[src/rtl/mf3_pkg.sv]
package mf3_pkg;

    localparam int PIX_W      = 8;
    localparam int COL_W      = 10;
    localparam int ROW_W      = 12;
    localparam int WIDTH_W    = 11;
    localparam int HEIGHT_W   = 13;
    localparam int CFG_DATA_W = 13;
    localparam int CFG_IDX_W  = 1;
    localparam int MAX_WIDTH  = 1024;
    localparam int MAX_HEIGHT = 4096;
    localparam int MIN_DIM    = 3;
    localparam int WIN_N      = 9;

    localparam logic [CFG_IDX_W-1:0] REG_FRAME_WIDTH  = 1'b0;
    localparam logic [CFG_IDX_W-1:0] REG_FRAME_HEIGHT = 1'b1;

    typedef logic [PIX_W-1:0] t_pix;
    typedef logic [WIN_N-1:0][PIX_W-1:0] t_win;

    typedef struct packed {
        logic [ROW_W-1:0] row;
        logic [COL_W-1:0] col;
        logic             eof;
        logic             emit;
    } t_meta;

endpackage

[src/rtl/mf3_median.sv]
module mf3_median import mf3_pkg::*; (
    input  logic  i_clk,
    input  logic  i_rst_n,
    input  logic  i_valid,
    input  t_win  i_win,
    input  t_meta i_meta,
    output logic  o_ready,
    output logic  o_valid,
    output t_pix  o_median,
    output t_meta o_meta,
    input  logic  i_stall
);

    function automatic logic [2:0][PIX_W-1:0] sort3(input t_pix a, input t_pix b, input t_pix c);
        t_pix lo;
        t_pix hi;
        t_pix mx;
        logic [2:0][PIX_W-1:0] s;
        lo = (a < b) ? a : b;
        hi = (a < b) ? b : a;
        mx = (hi < c) ? c : hi;
        s[2] = mx;
        s[0] = (lo < c) ? lo : c;
        s[1] = (hi < c) ? hi : ((lo < c) ? c : lo);
        return s;
    endfunction

    logic  r_s3_valid;
    t_win  r_s3_sorted;
    t_meta r_s3_meta;
    logic  r_out_valid;
    t_pix  r_out_median;
    t_meta r_out_meta;

    logic  en_out;
    logic  en3;
    t_win  n_sorted;
    t_pix  n_median;
    logic [2:0][PIX_W-1:0] lows;
    logic [2:0][PIX_W-1:0] mids;
    logic [2:0][PIX_W-1:0] highs;
    logic [2:0][PIX_W-1:0] col_lo;
    logic [2:0][PIX_W-1:0] col_mi;
    logic [2:0][PIX_W-1:0] col_hi;
    logic [2:0][PIX_W-1:0] last;

    assign en_out  = !r_out_valid || !i_stall;
    assign en3     = !r_s3_valid || en_out;
    assign o_ready = en3;

    always_comb begin
        for (int k = 0; k < 3; k++) begin
            {n_sorted[3*k+2], n_sorted[3*k+1], n_sorted[3*k]} =
                sort3(i_win[3*k], i_win[3*k+1], i_win[3*k+2]);
        end
    end

    // After sorting each row, the median is the median of the largest low,
    // the median of the middles and the smallest high.
    always_comb begin
        for (int k = 0; k < 3; k++) begin
            lows[k]  = r_s3_sorted[3*k];
            mids[k]  = r_s3_sorted[3*k+1];
            highs[k] = r_s3_sorted[3*k+2];
        end
        col_lo   = sort3(lows[0], lows[1], lows[2]);
        col_mi   = sort3(mids[0], mids[1], mids[2]);
        col_hi   = sort3(highs[0], highs[1], highs[2]);
        last     = sort3(col_lo[2], col_mi[1], col_hi[0]);
        n_median = last[1];
    end

    always_ff @(posedge i_clk) begin
        if (!i_rst_n) begin
            r_s3_valid  <= 1'b0;
            r_out_valid <= 1'b0;
        end else begin
            if (en3) begin
                r_s3_valid <= i_valid;
            end
            if (en_out) begin
                r_out_valid <= r_s3_valid && r_s3_meta.emit;
            end
        end
        if (en3) begin
            r_s3_sorted <= n_sorted;
            r_s3_meta   <= i_meta;
        end
        if (en_out) begin
            r_out_median <= n_median;
            r_out_meta   <= r_s3_meta;
        end
    end

    assign o_valid  = r_out_valid;
    assign o_median = r_out_median;
    assign o_meta   = r_out_meta;

endmodule

[config.mk]
export PLATFORM = sky130hd
export DESIGN_NAME = mf3_median
export DESIGN_NICKNAME = d
export VERILOG_FILES = /design/src/rtl/mf3_pkg.sv /design/src/rtl/mf3_median.sv
export SDC_FILE = /design/constraint.sdc
export NUM_CORES = 1
export LEC_CHECK = 0
export BUFFER_PORTS_ARGS = -buffer_cell sky130_fd_sc_hd__buf_4
export CORE_AREA = 4 4 229 119
export DETAILED_ROUTE_END_ITERATION = 12
export DIE_AREA = 0 0 233 123
export HOLD_SLACK_MARGIN = 0.06
export SETUP_SLACK_MARGIN = 0.1
export SLEW_MARGIN = 20
export SYNTH_ARGS = -nofsm -noshare
export SYNTH_HDL_FRONTEND = slang
export SYNTH_SLANG_ARGS = --single-unit
[constraint.sdc]
create_clock -name i_clk -period 16.9 [get_ports i_clk]
set_clock_uncertainty 0.15 [all_clocks]
set_input_delay 4.225 -clock i_clk [delete_from_list [all_inputs] [get_ports i_clk]]
set_output_delay 4.225 -clock i_clk [all_outputs]
set_load 0.02 [all_outputs]
; ---- Word level (Yosys, flattened, before mapping)
; Index checks and enable logic that the tools add are counted.
[totals]
register_bits = 130
out_inout_bits = 34
inputBits = 100
wordCells = 75
[classes]
mux = 30
order_cmp = 19
n_reduce_logical = 6
[op_table]
columns = op, count
row1 = 8-bit two-way mux, 30
row2 = 8-bit < comparator, 19
row3 = 1-bit logical NOT, 3
row4 = 1-bit logical OR, 2
row5 = 1-bit logical AND, 1

; ---- Depth between registers and ports, before layout
[logic_depth]
ltp_word = 10
ltp_mapped = 38
ltp_nobuf = 33

; ---- Least setup slack after synthesis
; OpenSTA, ideal clock, no wires.
[synth_path]
path_type = input port to output port
from = in i_stall
to = out o_ready
arrival_time_ps = 6574
required_ps = 12525
stages = 1
n_path_buf = 0
setup_slack_ps = 5951
cell_sequence = nand3_1
[synth_between]
elab_chain_cells = 3
[synth_lines]
columns = item, line
row1 = from (decl), mf3_median.sv:11  ; input logic i_stall
row2 = 1-bit logical NOT, mf3_median.sv:47  ; assign en_out = !r_out_valid || !i_stall;
row3 = 1-bit logical OR, mf3_median.sv:47
row4 = 1-bit logical OR, mf3_median.sv:48  ; assign en3 = !r_s3_valid || en_out;
row5 = to (decl), mf3_median.sv:7  ; output logic o_ready,
; Every way passes these cells.

; ---- Worst setup path after layout
; Same ends and word-level chain as after synthesis.

==> impl_results.md <==
* CP Cell Sequence: buf_4 > nand3_4 > buf_4
* DRC at 0
* Predominant post-synthesis flop cell: edfxtp_1
* Worst-margin pin slew at 0.982 ns
* Max Freq at 0.107 GHz
* # setup viols final at 0
* Clock buffer depth at 2
* Layout cell share with drive strength beyond 1 at 20.1%
* Number of hold buffers added after CTS at 0
* Worst setup path class: in2out
* Vias per Instance at 5.33
* Max-slew violation count at 0
* Largest net degree at the start of global routing at 73
* Sequential area share after synthesis at 39.0%
* Min Tclk post-route at 9.31 ns
* TritonCTS Buffers at 17
* CP Launch Type: input pin
* CORE AREA at 25,000 sq um
* CP most frequent cell: buf_4
* Clock slew at the register clock pins of the worst setup and hold paths at 0.06 ns
* Cell Rows at 41
* IO Pins at 134
* CP Max Fanout at 27
* WP data arrival at 4.94 ns
* GPL Wtd Cong at 0.902
* Slew headroom at 32.8%
* CP delay by family, top: buffers and inverters
* Count leader, synth: ha_1
* Die width at 233 microns
* Outcome: finished clean
* Initial antenna violation count at 0
* CTS tree: done
* RSZ-0062 raised after global routing: no
* CP bufs+invs at 2
* Hold WS at 0.267 ns
* Syn Area/Cell at 9.65 sq um
* Setup TNS at 0 ns
* Avg WL per Cell at 17.6 microns
* Post-CTS Setup Repair Bufs at 0
* I/O Buffers at 133
* Yosys warning total at 0
* DRT iter0 DRCs at 599
* Root Driver: clkbuf_16
* Final wirelength at 26.6 mm
* Initial Util at 39.8%
* Mapped Area at 9960 sq um
* Global-route wire length before repair at 40.5 mm
* Net count after synthesis at 1,265
* Fin. Hold Viols at 0
* Final nets at 1,389
* Post-synth top cells: ha_1 (133), edfxtp_1 (128), inv_1 (110), o21ai_0 (110), nand2_1 (103)
* Number of synthesized flops with an enable pin at 128
* Synthesized flop and latch total at 130
* Post-DP HPWL at 21.2 mm
* Remaining antenna violation count at 0
* Antenna cells at 0
* Yosys top cell by area: edfxtp_1
* Distinct cells, synth at 69
* Fin crit share at 55.1%
* Area growth, synth to finish at 19.6%
* Max-cap violation count at 0
* Required @ worst endpoint at 12.53 ns
* Top-area cell type share of the netlist area at 38.6%
* Global route overflow at 0
* Area of the die at 28,700 sq um
* 1st-pass router iterations at 6
* Via count at 8,059
* Critical path's slowest cell: nand3_4
* Clock Latency Late Sink at 0.42 ns
* GRT Resource Usage Total at 18.3%
* H-tree lvl count at 4
* Area contributors post-synth: edfxtp_1 (39%), ha_1 (17%), o21ai_0 (5.5%)
* Layout fillers at 2,383
* Vias in the first global route at 7,640
* Async SR Flop Fraction at 0%
* Mapped Cells at 1,032
* Crit end category: output pin
* Die Span Y at 123 microns
* Critical path's largest stage delay at 0.31 ns
* Post_cts resized at 0
* Sink Count at 130
* Worst min path class: reg2reg
==> per-layer routing <==
metal | wire (microns) | track usage (%) | vias up
met5 | 0 | 0 | -
met4 | 481 | 5.29 | 0
met3 | 1380 | 3.34 | 28
met2 | 11900 | 30.1 | 221
met1 | 12800 | 24.9 | 3747
li1 | - | - | 4063
==> cell type report <==
type	instances	area, sq um	share of cell area, %
inverters	110	413	3.47
multi-input cells	759	5570	46.7
clock inverters	15	159	1.33
flip-flops and latches	130	3880	32.6
clock buffers	17	425	3.57
well taps	344	430	3.61
repair buffers	138	1040	8.69
==> through the flow <==
stage / utilization [%] / area [sq um] / cells / setup slack, ns
finish: 47.6 / 11900 / 1513 / 7.59
global route: 47.6 / 11900 / 1513 / 7.52
CTS: 47.5 / 11900 / 1513 / 7.55
detailed placement: 45.2 / 11300 / 1481 / 7.56
global placement: 45.2 / 11300 / 1481 / 7.60
floorplan: - / 9960 / 1032 / 5.95
==> flip-flops by register name, indices dropped and copies added, names as in the netlist <==
register	flops
mids	24
o_median	8
o_meta	24
highs	24
o_valid	1
r_s3_meta	24
r_s3_valid	1
lows	24
==> logic make-up after synthesis <==
| group | Yosys count | synth area share, % |
|---|---|---|
| AO/OA/AOI/OAI | 322 | 21.6 |
| adder cells (fa/ha/maj) | 133 | 16.7 |
| buffers and inverters | 143 | 5.56 |
| flip-flops | 130 | 39.0 |
| multiplexers | 51 | 5.44 |
| AND/OR/NAND/NOR | 253 | 11.7 |
==> path summary, 6_finish.rpt <==
path	from	to	slack, ns	cells after the start
min reg2reg	r_s3_meta[7]	o_meta[7]	0.27	0
max reg2reg	mids[7]	o_median[0]	8.08	28
max	i_stall	o_ready	7.59	3
min	r_s3_meta[7]	o_meta[7]	0.27	0
==> cell usage in the layout (no fill, tap or decap), types with 5 or more instances in the layout <==
master     instances
a2111oi_0          6
a211oi_1          12
a21o_1            18
a21oi_1           90
a221oi_1           5
buf_4            138
clkbuf_16         17
edfxtp_1         128
ha_1             133
inv_1            110
mux2_2            21
mux2i_1           29
nand2_1          103
nand2b_1          32
nand3_1            9
nand4_1            8
nor2_1            63
nor3_1            10
o21a_1            10
o21ai_0          110
o221a_2           16
Power is left out: the tool's default activity adds up to more than one toggle a clock period on the data nets, which glitch-free logic cannot reach.
